===== config.mk =====
export PLATFORM = sky130hd
export DESIGN_NAME = rmch_ctrl
export DESIGN_NICKNAME = d
export VERILOG_FILES = /design/src/rmch_pkg.sv /design/src/rmch_ctrl.sv
export SDC_FILE = /design/constraint.sdc
export NUM_CORES = 1
export LEC_CHECK = 0
export ABC_AREA = 1
export BUFFER_PORTS_ARGS = -buffer_cell sky130_fd_sc_hd__buf_4
export CORE_ASPECT_RATIO = 1.1
export CORE_MARGIN = 4
export CORE_UTILIZATION = 35
export CTS_CLUSTER_DIAMETER = 40
export CTS_CLUSTER_SIZE = 30
export DETAILED_ROUTE_END_ITERATION = 8
export PLACE_DENSITY = 0.65
export SYNTH_ARGS = -nofsm -noshare
export SYNTH_HDL_FRONTEND = slang
export SYNTH_SLANG_ARGS = --single-unit

===== constraint.sdc =====
create_clock -name i_clk -period 1.8 [get_ports i_clk]
set_clock_uncertainty 0.15 [all_clocks]
set_input_delay 0 -clock i_clk [delete_from_list [all_inputs] [get_ports i_clk]]
set_output_delay 0 -clock i_clk [all_outputs]
set_load 0.1 [all_outputs]

===== src/rmch_pkg.sv =====
// ----------------------------------------------------------------------------
// rmch_pkg
// Shared types, widths and the multiply-accumulate step table of the
// closest-hit unit.
// ----------------------------------------------------------------------------
package rmch_pkg;

    localparam int unsigned VEC_W     = 63;
    localparam int unsigned CMP_W     = 21;
    localparam int unsigned OPR_W     = 22;
    localparam int unsigned MUL_W     = 24;
    localparam int unsigned LO_W      = 23;
    localparam int unsigned XPR_W     = 46;
    localparam int unsigned DET_W     = 72;
    localparam int unsigned FRAC_W    = 16;
    localparam int unsigned Q_W       = 33;
    localparam int unsigned QN_W      = 17;
    localparam int unsigned DIST_W    = 32;
    localparam int unsigned FACE_W    = 16;
    localparam int unsigned NUM_OPS   = 15;
    localparam int unsigned NUM_X     = 9;
    localparam int unsigned NUM_STEPS = 45;
    localparam int unsigned STEP_W    = 6;

    typedef logic [3:0] t_sel;

    localparam t_sel OP_AB = 4'd0;
    localparam t_sel OP_AC = 4'd3;
    localparam t_sel OP_AE = 4'd6;
    localparam t_sel OP_D  = 4'd9;
    localparam t_sel OP_N  = 4'd12;

    localparam t_sel X_1 = 4'd0;
    localparam t_sel X_2 = 4'd3;
    localparam t_sel X_3 = 4'd6;

    localparam t_sel DST_DETA = 4'd9;
    localparam t_sel DST_DETB = 4'd10;
    localparam t_sel DST_DETG = 4'd11;
    localparam t_sel DST_DETT = 4'd12;
    localparam t_sel DST_DN   = 4'd13;
    localparam t_sel DST_NONE = 4'd15;

    typedef enum logic [1:0] {
        BK_OP,
        BK_XLO,
        BK_XHI
    } t_bkind;

    typedef enum logic [1:0] {
        DIV_T,
        DIV_B,
        DIV_G
    } t_divsel;

    typedef struct packed {
        t_sel   a_sel;
        t_bkind b_kind;
        t_sel   b_sel;
        logic   shift;
        logic   sub;
        logic   first;
        logic   last;
        t_sel   dest;
    } t_step;

    typedef struct packed {
        logic              load;
        logic              mac;
        logic [STEP_W-1:0] step;
        logic              norm;
        logic              eval;
        logic              div_start;
        t_divsel           div_sel;
        logic              update;
    } t_cmd;

    typedef struct packed {
        logic div_done;
        logic hit_cand;
        logic last;
        logic out_full;
    } t_stat;

    function automatic t_step mk(t_sel a, t_bkind k, t_sel b, logic sh, logic sb,
                                 logic f, logic l, t_sel d);
        t_step s;
        s.a_sel  = a;
        s.b_kind = k;
        s.b_sel  = b;
        s.shift  = sh;
        s.sub    = sb;
        s.first  = f;
        s.last   = l;
        s.dest   = d;
        return s;
    endfunction

    // One component of u x v takes two steps.
    function automatic t_step cross_step(t_sel u, t_sel v, t_sel dst, logic [2:0] j);
        t_step s;
        unique case (j)
            3'd0: s = mk(t_sel'(u + 4'd1), BK_OP, t_sel'(v + 4'd2), 1'b0, 1'b0, 1'b1,
                         1'b0, DST_NONE);
            3'd1: s = mk(t_sel'(u + 4'd2), BK_OP, t_sel'(v + 4'd1), 1'b0, 1'b1, 1'b0,
                         1'b1, dst);
            3'd2: s = mk(t_sel'(u + 4'd2), BK_OP, v, 1'b0, 1'b0, 1'b1, 1'b0, DST_NONE);
            3'd3: s = mk(u, BK_OP, t_sel'(v + 4'd2), 1'b0, 1'b1, 1'b0, 1'b1,
                         t_sel'(dst + 4'd1));
            3'd4: s = mk(u, BK_OP, t_sel'(v + 4'd1), 1'b0, 1'b0, 1'b1, 1'b0, DST_NONE);
            3'd5: s = mk(t_sel'(u + 4'd1), BK_OP, v, 1'b0, 1'b1, 1'b0, 1'b1,
                         t_sel'(dst + 4'd2));
            default: s = mk(u, BK_OP, v, 1'b0, 1'b0, 1'b0, 1'b0, DST_NONE);
        endcase
        return s;
    endfunction

    // Each wide cross component enters the dot product as a low and a high half.
    function automatic t_step dot_step(t_sel u, t_sel x, t_sel dst, logic [2:0] j);
        t_step s;
        unique case (j)
            3'd0: s = mk(u, BK_XLO, x, 1'b0, 1'b0, 1'b1, 1'b0, DST_NONE);
            3'd1: s = mk(u, BK_XHI, x, 1'b1, 1'b0, 1'b0, 1'b0, DST_NONE);
            3'd2: s = mk(t_sel'(u + 4'd1), BK_XLO, t_sel'(x + 4'd1), 1'b0, 1'b0, 1'b0,
                         1'b0, DST_NONE);
            3'd3: s = mk(t_sel'(u + 4'd1), BK_XHI, t_sel'(x + 4'd1), 1'b1, 1'b0, 1'b0,
                         1'b0, DST_NONE);
            3'd4: s = mk(t_sel'(u + 4'd2), BK_XLO, t_sel'(x + 4'd2), 1'b0, 1'b0, 1'b0,
                         1'b0, DST_NONE);
            3'd5: s = mk(t_sel'(u + 4'd2), BK_XHI, t_sel'(x + 4'd2), 1'b1, 1'b0, 1'b0,
                         1'b1, dst);
            default: s = mk(u, BK_OP, x, 1'b0, 1'b0, 1'b0, 1'b0, DST_NONE);
        endcase
        return s;
    endfunction

    function automatic t_step step_rom(logic [STEP_W-1:0] idx);
        t_step s;
        unique case (idx)
            6'd0:  s = mk(OP_D, BK_OP, OP_N, 1'b0, 1'b0, 1'b1, 1'b0, DST_NONE);
            6'd1:  s = mk(t_sel'(OP_D + 4'd1), BK_OP, t_sel'(OP_N + 4'd1), 1'b0, 1'b0,
                          1'b0, 1'b0, DST_NONE);
            6'd2:  s = mk(t_sel'(OP_D + 4'd2), BK_OP, t_sel'(OP_N + 4'd2), 1'b0, 1'b0,
                          1'b0, 1'b1, DST_DN);
            6'd3:  s = cross_step(OP_AC, OP_D, X_1, 3'd0);
            6'd4:  s = cross_step(OP_AC, OP_D, X_1, 3'd1);
            6'd5:  s = cross_step(OP_AC, OP_D, X_1, 3'd2);
            6'd6:  s = cross_step(OP_AC, OP_D, X_1, 3'd3);
            6'd7:  s = cross_step(OP_AC, OP_D, X_1, 3'd4);
            6'd8:  s = cross_step(OP_AC, OP_D, X_1, 3'd5);
            6'd9:  s = cross_step(OP_AE, OP_D, X_2, 3'd0);
            6'd10: s = cross_step(OP_AE, OP_D, X_2, 3'd1);
            6'd11: s = cross_step(OP_AE, OP_D, X_2, 3'd2);
            6'd12: s = cross_step(OP_AE, OP_D, X_2, 3'd3);
            6'd13: s = cross_step(OP_AE, OP_D, X_2, 3'd4);
            6'd14: s = cross_step(OP_AE, OP_D, X_2, 3'd5);
            6'd15: s = cross_step(OP_AC, OP_AE, X_3, 3'd0);
            6'd16: s = cross_step(OP_AC, OP_AE, X_3, 3'd1);
            6'd17: s = cross_step(OP_AC, OP_AE, X_3, 3'd2);
            6'd18: s = cross_step(OP_AC, OP_AE, X_3, 3'd3);
            6'd19: s = cross_step(OP_AC, OP_AE, X_3, 3'd4);
            6'd20: s = cross_step(OP_AC, OP_AE, X_3, 3'd5);
            6'd21: s = dot_step(OP_AB, X_1, DST_DETA, 3'd0);
            6'd22: s = dot_step(OP_AB, X_1, DST_DETA, 3'd1);
            6'd23: s = dot_step(OP_AB, X_1, DST_DETA, 3'd2);
            6'd24: s = dot_step(OP_AB, X_1, DST_DETA, 3'd3);
            6'd25: s = dot_step(OP_AB, X_1, DST_DETA, 3'd4);
            6'd26: s = dot_step(OP_AB, X_1, DST_DETA, 3'd5);
            6'd27: s = dot_step(OP_AE, X_1, DST_DETB, 3'd0);
            6'd28: s = dot_step(OP_AE, X_1, DST_DETB, 3'd1);
            6'd29: s = dot_step(OP_AE, X_1, DST_DETB, 3'd2);
            6'd30: s = dot_step(OP_AE, X_1, DST_DETB, 3'd3);
            6'd31: s = dot_step(OP_AE, X_1, DST_DETB, 3'd4);
            6'd32: s = dot_step(OP_AE, X_1, DST_DETB, 3'd5);
            6'd33: s = dot_step(OP_AB, X_2, DST_DETG, 3'd0);
            6'd34: s = dot_step(OP_AB, X_2, DST_DETG, 3'd1);
            6'd35: s = dot_step(OP_AB, X_2, DST_DETG, 3'd2);
            6'd36: s = dot_step(OP_AB, X_2, DST_DETG, 3'd3);
            6'd37: s = dot_step(OP_AB, X_2, DST_DETG, 3'd4);
            6'd38: s = dot_step(OP_AB, X_2, DST_DETG, 3'd5);
            6'd39: s = dot_step(OP_AB, X_3, DST_DETT, 3'd0);
            6'd40: s = dot_step(OP_AB, X_3, DST_DETT, 3'd1);
            6'd41: s = dot_step(OP_AB, X_3, DST_DETT, 3'd2);
            6'd42: s = dot_step(OP_AB, X_3, DST_DETT, 3'd3);
            6'd43: s = dot_step(OP_AB, X_3, DST_DETT, 3'd4);
            6'd44: s = dot_step(OP_AB, X_3, DST_DETT, 3'd5);
            default: s = mk(OP_AB, BK_OP, OP_AB, 1'b0, 1'b0, 1'b0, 1'b0, DST_NONE);
        endcase
        return s;
    endfunction

endpackage


===== src/rmch_ctrl.sv =====
// ----------------------------------------------------------------------------
// rmch_ctrl
// Controller that sequences one triangle through the multiply-accumulate
// steps, the checks, the three divisions of a hit candidate and the nearest-hit update.
// ----------------------------------------------------------------------------
module rmch_ctrl (
    input  logic             i_clk,
    input  logic             i_rst_n,
    input  logic             i_valid,
    output logic             o_ready,
    input  rmch_pkg::t_stat  i_stat,
    output rmch_pkg::t_cmd   o_cmd
);

    typedef enum logic [3:0] {
        S_IDLE,
        S_MAC,
        S_NORM,
        S_EVAL,
        S_CHK,
        S_DIV_T,
        S_DIV_B,
        S_DIV_G,
        S_UPD,
        S_DONE
    } t_state;

    t_state                      r_state;
    logic                        r_ready;
    logic                        r_mac;
    logic [rmch_pkg::STEP_W-1:0] r_step;
    logic                        r_norm;
    logic                        r_eval;
    logic                        r_div_start;
    rmch_pkg::t_divsel           r_div_sel;
    logic                        r_update;

    always_ff @(posedge i_clk) begin
        if (!i_rst_n) begin
            r_state     <= S_IDLE;
            r_ready     <= 1'b1;
            r_mac       <= 1'b0;
            r_step      <= '0;
            r_norm      <= 1'b0;
            r_eval      <= 1'b0;
            r_div_start <= 1'b0;
            r_div_sel   <= rmch_pkg::DIV_T;
            r_update    <= 1'b0;
        end else begin
            unique case (r_state)
                S_IDLE: begin
                    if (i_valid && r_ready) begin
                        r_ready <= 1'b0;
                        r_mac   <= 1'b1;
                        r_step  <= '0;
                        r_state <= S_MAC;
                    end
                end
                S_MAC: begin
                    if (r_step == rmch_pkg::STEP_W'(rmch_pkg::NUM_STEPS - 1)) begin
                        r_mac   <= 1'b0;
                        r_norm  <= 1'b1;
                        r_state <= S_NORM;
                    end else begin
                        r_step <= r_step + 1'b1;
                    end
                end
                S_NORM: begin
                    r_norm  <= 1'b0;
                    r_eval  <= 1'b1;
                    r_state <= S_EVAL;
                end
                S_EVAL: begin
                    r_eval  <= 1'b0;
                    r_state <= S_CHK;
                end
                S_CHK: begin
                    if (i_stat.hit_cand) begin
                        r_div_sel   <= rmch_pkg::DIV_T;
                        r_div_start <= 1'b1;
                        r_state     <= S_DIV_T;
                    end else begin
                        r_state <= S_UPD;
                    end
                end
                S_DIV_T: begin
                    r_div_start <= 1'b0;
                    if (i_stat.div_done) begin
                        r_div_sel   <= rmch_pkg::DIV_B;
                        r_div_start <= 1'b1;
                        r_state     <= S_DIV_B;
                    end
                end
                S_DIV_B: begin
                    r_div_start <= 1'b0;
                    if (i_stat.div_done) begin
                        r_div_sel   <= rmch_pkg::DIV_G;
                        r_div_start <= 1'b1;
                        r_state     <= S_DIV_G;
                    end
                end
                S_DIV_G: begin
                    r_div_start <= 1'b0;
                    if (i_stat.div_done) begin
                        r_state <= S_UPD;
                    end
                end
                S_UPD: begin
                    if (!(i_stat.last && i_stat.out_full)) begin
                        r_update <= 1'b1;
                        r_state  <= S_DONE;
                    end
                end
                S_DONE: begin
                    r_update <= 1'b0;
                    r_ready  <= 1'b1;
                    r_state  <= S_IDLE;
                end
                default: begin
                    r_state <= S_IDLE;
                end
            endcase
        end
    end

    assign o_ready = r_ready;

    always_comb begin
        o_cmd.load      = i_valid && r_ready;
        o_cmd.mac       = r_mac;
        o_cmd.step      = r_step;
        o_cmd.norm      = r_norm;
        o_cmd.eval      = r_eval;
        o_cmd.div_start = r_div_start;
        o_cmd.div_sel   = r_div_sel;
        o_cmd.update    = r_update;
    end

endmodule


# == Word-level counts from Yosys, hierarchy flattened ==
# Index checks and enable logic that the tools add are counted.
# totals
reg_bits,18
out_inout_bits,15
wordCells,75
# op_classes
muxes,28
add_sub_neg,1
reduce_logical,19
eq_ne,18
# ops
operator,n
4-bit case mux with 9 select lines,1
4-bit 2-to-1 mux,7
4-bit by 3-bit equality test with 1-bit output (second input constant),4
2-bit != test (second input constant),8
6-bit 2-to-1 mux,2
6-bit case mux with 2 select lines,1
1-bit case mux with 2 select lines,5
2-bit nonzero test,5
4-bit by 2-bit equality test with 1-bit output (second input constant),2
4-bit equality test (second input constant),2
2-bit AND reduction,4
1-bit 2-to-1 mux,7
6-bit by 1-bit adder with 6-bit output (second input constant),1
6-bit equality test (second input constant),1
2-bit 2-to-1 mux,3
2-bit case mux with 3 select lines,1
3-bit AND reduction,2
6-bit AND reduction,1
3-bit nonzero test,2
4-bit by 1-bit equality test with 1-bit output (second input constant),1
4-bit logical NOT,1
4-bit AND reduction,1
1-bit case mux with 3 select lines,1
1-bit logical AND,2
2-bit OR reduction,1

# == Logic depth before layout (Yosys ltp) ==
# Gate-level depths: netlist (run 1).
# depth
ltp_word,4
depth_mapped,11

# == Worst setup path after synthesis (run 1) ==
# OpenSTA, ideal clock, no wires.
# synth_path
path_type,register -> register
start,reg r_step[0] in the netlist's numbering
end,reg r_step[3] in the netlist's numbering
path_stages_with_launch,9
path_slack_ps,-410
required_time_ps,1533
arrival_time_ps,1943
setup_time_ps,117
path_cell_list,dfxtp_1 inv_1 ha_1 nand3_1 nor2_1 nand2_1 nand3_2 o21ai_0 nor2_1
# synth_between
elab_chain_cells,3
# synth_lines
element,line,text
"start, declared",rmch_ctrl.sv:31,logic [rmch_pkg::STEP_W-1:0] r_step;
"start signal, assigned",rmch_ctrl.sv:65,r_step <= r_step + 1'b1;
6-bit by 1-bit adder with 6-bit output / 6-bit equality test (equally long branches),"rmch_ctrl.sv:65, rmch_ctrl.sv:60",
6-bit 2-to-1 mux / 2-bit != test (equally long branches),-,
6-bit case mux with 2 select lines / 3-bit AND reduction (equally long branches),-,
# Several ways; a longest one is shown, not always the timed one. The select of a mux whose other input is x is not followed.
# A chain may end at the register's enable or synchronous reset.

# == Worst setup path after layout (run 1) ==
# Same ends and word-level chain as after synthesis.

==> flow_summary.toml, run 1 <==
[global_route]
grt_pass1_wl_mm = 4.45
antenna_found_initial = 0
grt_pass1_vias = 1016
grt_use_total_pct = 14.2
grt_remaining_overflow = 0
grt_max_degree = 13

[finish]
nets = 213
design_area_um2 = 1370
num_antenna_cells = 0
syn_to_final_growth_pct = 25.8
final_common_cell = "nand2_1"
layout_common_cells = "nand2_1 (47), nor2_1 (31), buf_4 (22)"
fin_cells = 236
drive_gt1_share_pct = 20.2

[die]
num_rows = 20
core_um2 = 2880
initial_core_util_pct = 37.9
dieArea_um2 = 4070
die_x_um = 61.2
io_pins = 22
die_h_um = 66.5

[detailed_routing]
drt_iter0_markers = 57
wl_per_cell_um = 11.2
vias = 1149
vias_per_cell = 4.87
drt_wl_total_mm = 2.64
dr.pass1.iters = 4
route.detailed.drc = 0
ant_nets = 0

[placed_design]
place_ws_ps = 162
portBuffers = 21
gp_congestion = 0.943
placed_area_um2 = 1260
placed_cells_incl_taps = 225
dp_hpwl_mm = 2.00

[critical_path]
rrSetupSlack_ps = 220
endpoint_kind = "register"
critPathRequiredTime_ps = 1850
path_max_fanout = 8
criticalPathCategory = "reg2reg"
cp-start-kind = "register"
arrival_ps = 1630

[sta]
rsz0062_at_grt = "false"
worst_pin_slew_ps = 312
hold-worst-slack_ps = 303
maxSlewHeadroom_pct = 79.0
fmax_ghz = 0.633
finalSetupViolations = 0
layout_setup_ws_ps = 221
fin_crit_ps = 1580
finalHoldViolCount = 0
min_period_over_period_pct = 87.7
slew_viol_final = 0

[clocking]
postCtsSetupRepairBufs = 0
cts.clk_slew.worst_paths_ps = 110
clock-root-buffer = "clkbuf_4"
h-tree-depth = 1
cts_buffers = 3
clk_path_buf_depth = 2
cts_sinks = 18
cts_tree = "done"
clk-insertion-delay-late_ps = 300

[outcome]
status = "finished clean"

[synth]
syn-cell-area_um2 = 1090
synth_top_area_share_pct = 33.1
yosysSeqAreaShare_pct = 33.1
synth.distinct_cells = 21
synth_area_leaders = "dfxtp_1 (33%), nand2_1 (16%), nor2_1 (11%)"
yosys.area.top_type = "dfxtp_1"
ys_warn_count = 0
ys_ff_latch = 18
syn_inst = 176
syn_nets = 185
avgSynthCellArea_um2 = 6.19

[power]
vdd_drop_max_uv = 861
leakage_nw = 0.680
powerDensity_nw_per_um2 = 1490

[flow_run]
cap_violations = 0

[min_path]
hold_class = "reg2reg"
power breakdown:
part | switching (W) | total, W | internal, W
Sequential | 0.0000982 | 0.000579 | 0.000480
Combinational | 0.000888 | 0.00121 | 0.000318
Clock | 0.000131 | 0.000255 | 0.000123
Total | 0.00112 | 0.00204 | 0.000922
registers in the layout (all words and copies together), names as in the netlist:
signal,cells
r_update,1
r_step,6
r_div_start,1
o_ready,1
r_div_sel,2
r_state,4
r_norm,1
r_mac,1
r_eval,1
cell families after synthesis:
kind of cell,Yosys count,synth area share [%]
buf+inv,27,11.1
fa+ha+maj,2,2.30
flops,18,33.1
compound gates,19,8.95
simple gates,110,44.5
per-layer routing:
metal  GRT usage [%]  routed length (um)  up-vias
li1                -                   -      608
met1            18.2                1210      499
met2            23.0                1250       36
met3            2.52                 131        6
met4            5.69                  50        0
met5               0                   0        -
area by class of cell:
cell class	instances	area, um^2
fill	308	1510
multi-input combinational	131	611
sequential	18	369
timing repair buffer	29	235
inverter	21	78.8
tap	33	41.3
clock buffer	4	36.3
worst max-delay path: stages (launching register included):
cell and delay (ps):
dfxtp_2 420, inv_1 60, ha_1 210, nand3_1 80
nor2_1 50, nand2_1 100, nand3_2 160, o21ai_0 190
nor2_1 60
cells in the mapped netlist:
cell type and n:
buf_2 1, nand3_2 1, o21ai_1 1, buf_4 5, o21ai_0 7, nand3b_1 2
nand2_1 47, nand2_2 1, nand4_1 1, o21bai_1 1, nor2_1 32, nand3_4 1
nor2_2 2, nor2_4 1, a21oi_1 10, dfxtp_1 18, inv_1 20, ha_1 2
inv_2 1, nor3_1 5, nand3_1 17
metrics by stage:
stage                     total power (W)  utilization [%]  setup TNS [ps]
after detailed placement          0.00178             43.9               0
after CTS                         0.00204             47.6               0
after floorplan                   0.00157                -           -31.7
final                             0.00204             47.7               0
after global placement            0.00178             43.9               0
after global routing              0.00219             47.7               0
path summary, 6_finish.rpt:
kind / start / to / cells past startpoint
max: r_step[0]$_SDFFE_PN0P_ / r_step[3]$_SDFFE_PN0P_ / 8
min: r_mac$_SDFFE_PN0P_ / r_mac$_SDFFE_PN0P_ / 2
min reg2reg: r_mac$_SDFFE_PN0P_ / r_mac$_SDFFE_PN0P_ / 2
max reg2reg: r_step[0]$_SDFFE_PN0P_ / r_step[3]$_SDFFE_PN0P_ / 8
repair_timing:
item                                    4_1_cts  5_1_grt
resized for setup                             0        1
endpoints found under the setup margin        0        1
hold buffers                                  7        0
hold endpoints to repair                     14        0
Power figures use the tool's default switching activity.
==> run 2, diff against run 1 <==
==> constraint.sdc (replaced) <==
create_clock -name i_clk -period 1.8 [get_ports i_clk]
set_clock_uncertainty 0.15 [all_clocks]
set_input_delay 0.36 -clock i_clk [delete_from_list [all_inputs] [get_ports i_clk]]
set_output_delay 0.36 -clock i_clk [all_outputs]
set_load 0.1 [all_outputs]
==> run 2 against run 1 <==
Wire length fell by 4.8%. Utilization fell by 2.1 points. Count of clock-buffer cells in the layout did not move. Highest routed layer unchanged. Via count fell by 2.7%. Clock power barely moved. Combinational power barely moved. Register-to-register slack got worse by 30 ps. Largest power group unchanged. Final area fell by 4.5%. Sequential power barely moved. Critical endpoint is now o_cmd[13]. Die area did not move.
==> flow_summary.toml, run 2 (synthesis gave the netlist of run 1 again) <==
[critical_path]
arrival_ps = 1150
critical_path_depth = 3
slowest_stage = "dfxtp_2"
crit_chain = "nand2_1 > clkinvlp_4 > buf_4"
critical_path.n_buffers_inverters = 2
cp-start-kind = "register"
rrSetupSlack_ps = 190
endpoint_kind = "output port"
reg2reg_to = "r_step[3]$_SDFFE_PN0P_"
path_max_fanout = 3
crit_start = "o_ready$_SDFFE_PN1P_"
endpoint = "o_cmd[13]"
cp_slowest_stage_delay_ps = 350
r2r_cells = 7
critical-path-top-delay-family = "buffers and inverters"
critPathRequiredTime_ps = 1290
reg2reg_from = "r_state[0]$_SDFFE_PN0P_"
criticalPathCategory = "reg2out"

[sta]
worst_pin_slew_ps = 287
layout_setup_ws_ps = 145
rsz0062_at_grt = "false"
slew_viol_final = 0
setup-tns-final_ps = 0
finalHoldViolCount = 0
fmax_ghz = 0.604
min_period_over_period_pct = 92.0
maxSlewHeadroom_pct = 80.7
fin_crit_ps = 1660
finalSetupViolations = 0

[detailed_routing]
drt_iter0_markers = 62
route.detailed.drc = 0
vias = 1118
ant_nets = 0
drt_wl_total_mm = 2.51
vias_per_cell = 4.88
dr.pass1.iters = 4
wl_per_cell_um = 11.0

[clocking]
h-tree-depth = 1
cts_buffers = 3
cts.clk_slew.worst_paths_ps = 100
holdBufCountCts = 0
cts_sinks = 18
clk-insertion-delay-late_ps = 290
clock-root-buffer = "clkbuf_4"
clk_path_buf_depth = 2
postCtsSetupRepairBufs = 0
cts_tree = "done"

[finish]
largest_reg_flops = 6
nFillCells = 309
design_area_um2 = 1310
layout_common_cells = "nand2_1 (47), nor2_1 (31), buf_4 (22)"
num_antenna_cells = 0
final_common_cell = "nand2_1"
syn_to_final_growth_pct = 20.2
multi_input_area_um2 = 611
top_regs = "r_step (6), r_state (4), r_div_sel (2)"
nets = 206
drive_gt1_share_pct = 21.4
regMostFlops = "r_step"
regArea_um2 = 374

[die]
num_rows = 20
io_pins = 22
die_h_um = 66.5
initial_core_util_pct = 37.9
dieArea_um2 = 4070
die_x_um = 61.2
core_um2 = 2880

[global_route]
grt_max_degree = 13
grt_use_total_pct = 13.7
grt_remaining_overflow = 0
antenna_found_initial = 0
grt_pass1_wl_mm = 4.29
grt_pass1_vias = 1017

[outcome]
status = "finished clean"

[power]
powerDensity_nw_per_um2 = 1560
vdd_drop_max_uv = 1220
leakage_nw = 0.643

[placed_design]
gp_congestion = 0.798
portBuffers = 21
dp_hpwl_mm = 1.96
placed_area_um2 = 1270
place_ws_ps = 197

[min_path]
hold_class = "in2reg"

[flow_run]
cap_violations = 0
[run 2: cell types whose count changed in the layout (fill, tap and decap cells not counted), sizes merged]
cell         delta
dlygate4sd3     -7
clkinvlp        +1
inv             -1
[run 2: routing by layer]
metal  up-vias  part of all wire (%)  global-route usage, %
li1        598                     -                      -
met1       482                    49                   18.9
met2        33                    44                   20.6
met3         5                   5.3                   2.33
met4         0                   1.5                   5.42
met5         -                     0                      0
[run 2: stage by stage]
stage	hold WS [ps]	std cells	power (W)	utilization [%]
global route	180	229	0.00220	45.5
floorplan	276	176	0.00157	-
finish	183	229	0.00204	45.5
global placement	285	225	0.00179	44.2
CTS	172	229	0.00206	45.4
detailed placement	287	225	0.00179	44.2
[run 2: area by class of cell]
class,instances,area share (%)
clock buffers,4,2.77
inverters,21,6.30
multi-input cells,131,46.6
flip-flops and latches,18,28.6
well taps,33,3.15
repair buffers,22,12.6
[run 2: where the power goes]
part           switching [W]  internal, W
Sequential         0.0000943     0.000485
Combinational       0.000900     0.000309
Clock               0.000130     0.000123
[run 2: how the worst min path moves through the flow]
stage | start | to | cells past startpoint
3_5_place_dp | r_mac$_SDFFE_PN0P_ | r_mac$_SDFFE_PN0P_ | 2
5_1_grt | i_rst_n | o_ready$_SDFFE_PN1P_ | 2
4_1_cts | i_valid | o_ready$_SDFFE_PN1P_ | 4
2_1_floorplan | r_mac$_SDFFE_PN0P_ | r_mac$_SDFFE_PN0P_ | 2
3_3_place_gp | r_mac$_SDFFE_PN0P_ | r_mac$_SDFFE_PN0P_ | 2
6_report | i_valid | o_ready$_SDFFE_PN1P_ | 4
[run 2: what timing repair did]
action | in CTS | in global routing
hold endpoints to repair | 0 | 0
resized for setup | 0 | 1
setup endpoints to repair | 0 | 1
[run 2: tightest hold or removal path, stage by stage]
cell and delay (ps):
buf_4 80, nand2_1 40, nand2_1 50, nand3_1 50
==> run 3, diff against run 2 <==
Settings changed: CORE_UTILIZATION 35 to 40, PLACE_DENSITY 0.65 to 0.71.
==> run 3 against run 2 <==
Sequential share of layout area is 0.22 points higher. Count of clock-buffer cells in the layout stayed put. Critical path depth is 6 higher. Largest power group unchanged. Final cell count is 1.3% lower. Total power is 0.26% lower. First-iteration DRC count is 45% lower. Non-clock buffer count is 1 lower. Fmax is 0.30% lower. Die area is 11% lower.
==> flow_summary.toml, run 3 (synthesis gave the netlist of run 1 again) <==
[finish]
num_antenna_cells = 0
regMostFlops = "r_step"
nets = 205
drive_gt1_share_pct = 21.0
largest_reg_flops = 6
layout_common_cells = "nand2_1 (47), nor2_1 (31), buf_4 (21)"
final_common_cell = "nand2_1"
syn_to_final_growth_pct = 19.3
nFillCells = 270
top_regs = "r_step (6), r_state (4), r_div_sel (2)"

[sta]
finalSetupViolations = 0
fmax_ghz = 0.602
slew_viol_final = 0
maxSlewHeadroom_pct = 74.5
setup-tns-final_ps = 0
hold-worst-slack_ps = 176
layout_setup_ws_ps = 140
rsz0062_at_grt = "false"
fin_crit_ps = 1660
worst_pin_slew_ps = 381
min_period_over_period_pct = 92.2
finalHoldViolCount = 0

[clocking]
clk_path_buf_depth = 2
cts_tree = "done"
clock-root-buffer = "clkbuf_4"
cts.clk_slew.worst_paths_ps = 100
postCtsSetupRepairBufs = 0
clk-insertion-delay-late_ps = 290
h-tree-depth = 1
cts_sinks = 18
cts_buffers = 3

[outcome]
status = "finished clean"

[power]
leakage_nw = 0.639
vdd_drop_max_uv = 955
powerDensity_nw_per_um2 = 1570

[critical_path]
reg2reg_from = "r_step[0]$_SDFFE_PN0P_"
crit_chain = "inv_1 > ha_1 > nand3_1 > nor2_1 > nor2_1 > nor2_1 > nand2_1 > nor2_1 > nor2_1"
reg2reg_to = "r_state[0]$_SDFFE_PN0P_"
path_max_fanout = 8
endpoint_kind = "register"
cp-start-kind = "register"
rrSetupSlack_ps = 140
criticalPathCategory = "reg2reg"
r2r_cells = 9
crit_path_frequent_cell = "nor2_1"
critPathRequiredTime_ps = 1850
slowest_stage = "dfxtp_4"
cp_slowest_stage_delay_ps = 390
arrival_ps = 1710

[detailed_routing]
drt_wl_total_mm = 2.53
vias = 1139
drt_iter0_markers = 34
dr.pass1.iters = 4
route.detailed.drc = 0
ant_nets = 0
wl_per_cell_um = 11.2
vias_per_cell = 5.04

[min_path]
hold_class = "in2reg"
hold_end = "o_ready$_SDFFE_PN1P_"
min_path_cells = 4
min_from = "i_valid"

[global_route]
antenna_found_initial = 0
grt_remaining_overflow = 0
grt_use_total_pct = 15.1
grt_pass1_wl_mm = 4.41
grt_max_degree = 13
grt_pass1_vias = 1065

[die]
die_h_um = 62.7
io_pins = 22
core_um2 = 2540
num_rows = 19
dieArea_um2 = 3620
die_x_um = 57.8
initial_core_util_pct = 42.8

[placed_design]
place_ws_ps = 186
portBuffers = 21
gp_congestion = 0.940
dp_hpwl_mm = 1.99

[flow_run]
cap_violations = 0
run 3: changes by cell type in the layout (fill, tap and decap cells not counted), sizes merged:
cell  before  now
buf       22   21
run 3: critical path: cells and delay by family (launching register included):
family | cells | cell delay, ps
adder cells (fa/ha/maj) | 1 | 160
buffers and inverters | 1 | 60
flip-flops | 1 | 390
AND/OR/NAND/NOR | 7 | 820
run 3: through the flow:
stage	area [um^2]	instances	power [W]	utilization [%]
floorplan	1110	176	0.00157	-
global placement	1260	222	0.00177	49.6
detailed placement	1260	222	0.00179	49.6
CTS	1300	226	0.00204	51.0
global route	1300	226	0.00218	51.1
finish	1300	226	0.00204	51.1
run 3: what timing repair did:
action / in CTS / in global routing
endpoints found under the setup margin: 0 / 2
hold buffers: 0 / 0
resized for setup: 0 / 1
run 3: how the worst max path moves through the flow:
stage / endpoint / cells past startpoint / from / slack, ps
final: r_state[0]$_SDFFE_PN0P_ / 9 / r_step[0]$_SDFFE_PN0P_ / 140
after global placement: r_div_sel[0]$_SDFFE_PN0P_ / 7 / r_state[2]$_SDFFE_PN0P_ / 200
after detailed placement: r_state[0]$_SDFFE_PN0P_ / 9 / r_step[0]$_SDFFE_PN0P_ / 190
after global routing: r_state[1]$_SDFFE_PN0P_ / 9 / r_step[0]$_SDFFE_PN0P_ / 20
after CTS: o_cmd[13] / 3 / o_ready$_SDFFE_PN1P_ / 130
after floorplan: o_cmd[13] / 2 / o_ready$_SDFFE_PN1P_ / 2
run 3: routing by layer:
metal | GRT usage, % | vias to the layer above | share of wire, %
met4 | 6.09 | 0 | 2.4
met5 | 0 | - | 0
met2 | 26.3 | 21 | 49
met1 | 17.4 | 518 | 44
met3 | 3.31 | 7 | 3.7
li1 | - | 593 | -
run 3: where the power goes:
group          total (W)  switching [W]  internal (W)
clock           0.000249       0.000126      0.000123
combinational    0.00121       0.000900      0.000306
sequential      0.000580      0.0000956      0.000485
total            0.00204        0.00112      0.000914
run 3: area by class of cell:
cell class	instances	area [um^2]	share of cell area (%)
Clock buffer	4	36.3	2.79
Inverter	21	82.6	6.35
Multi-Input combinational cell	131	611	47.0
Sequential cell	18	374	28.8
Tap cell	31	38.8	2.98
Timing Repair Buffer	21	158	12.1
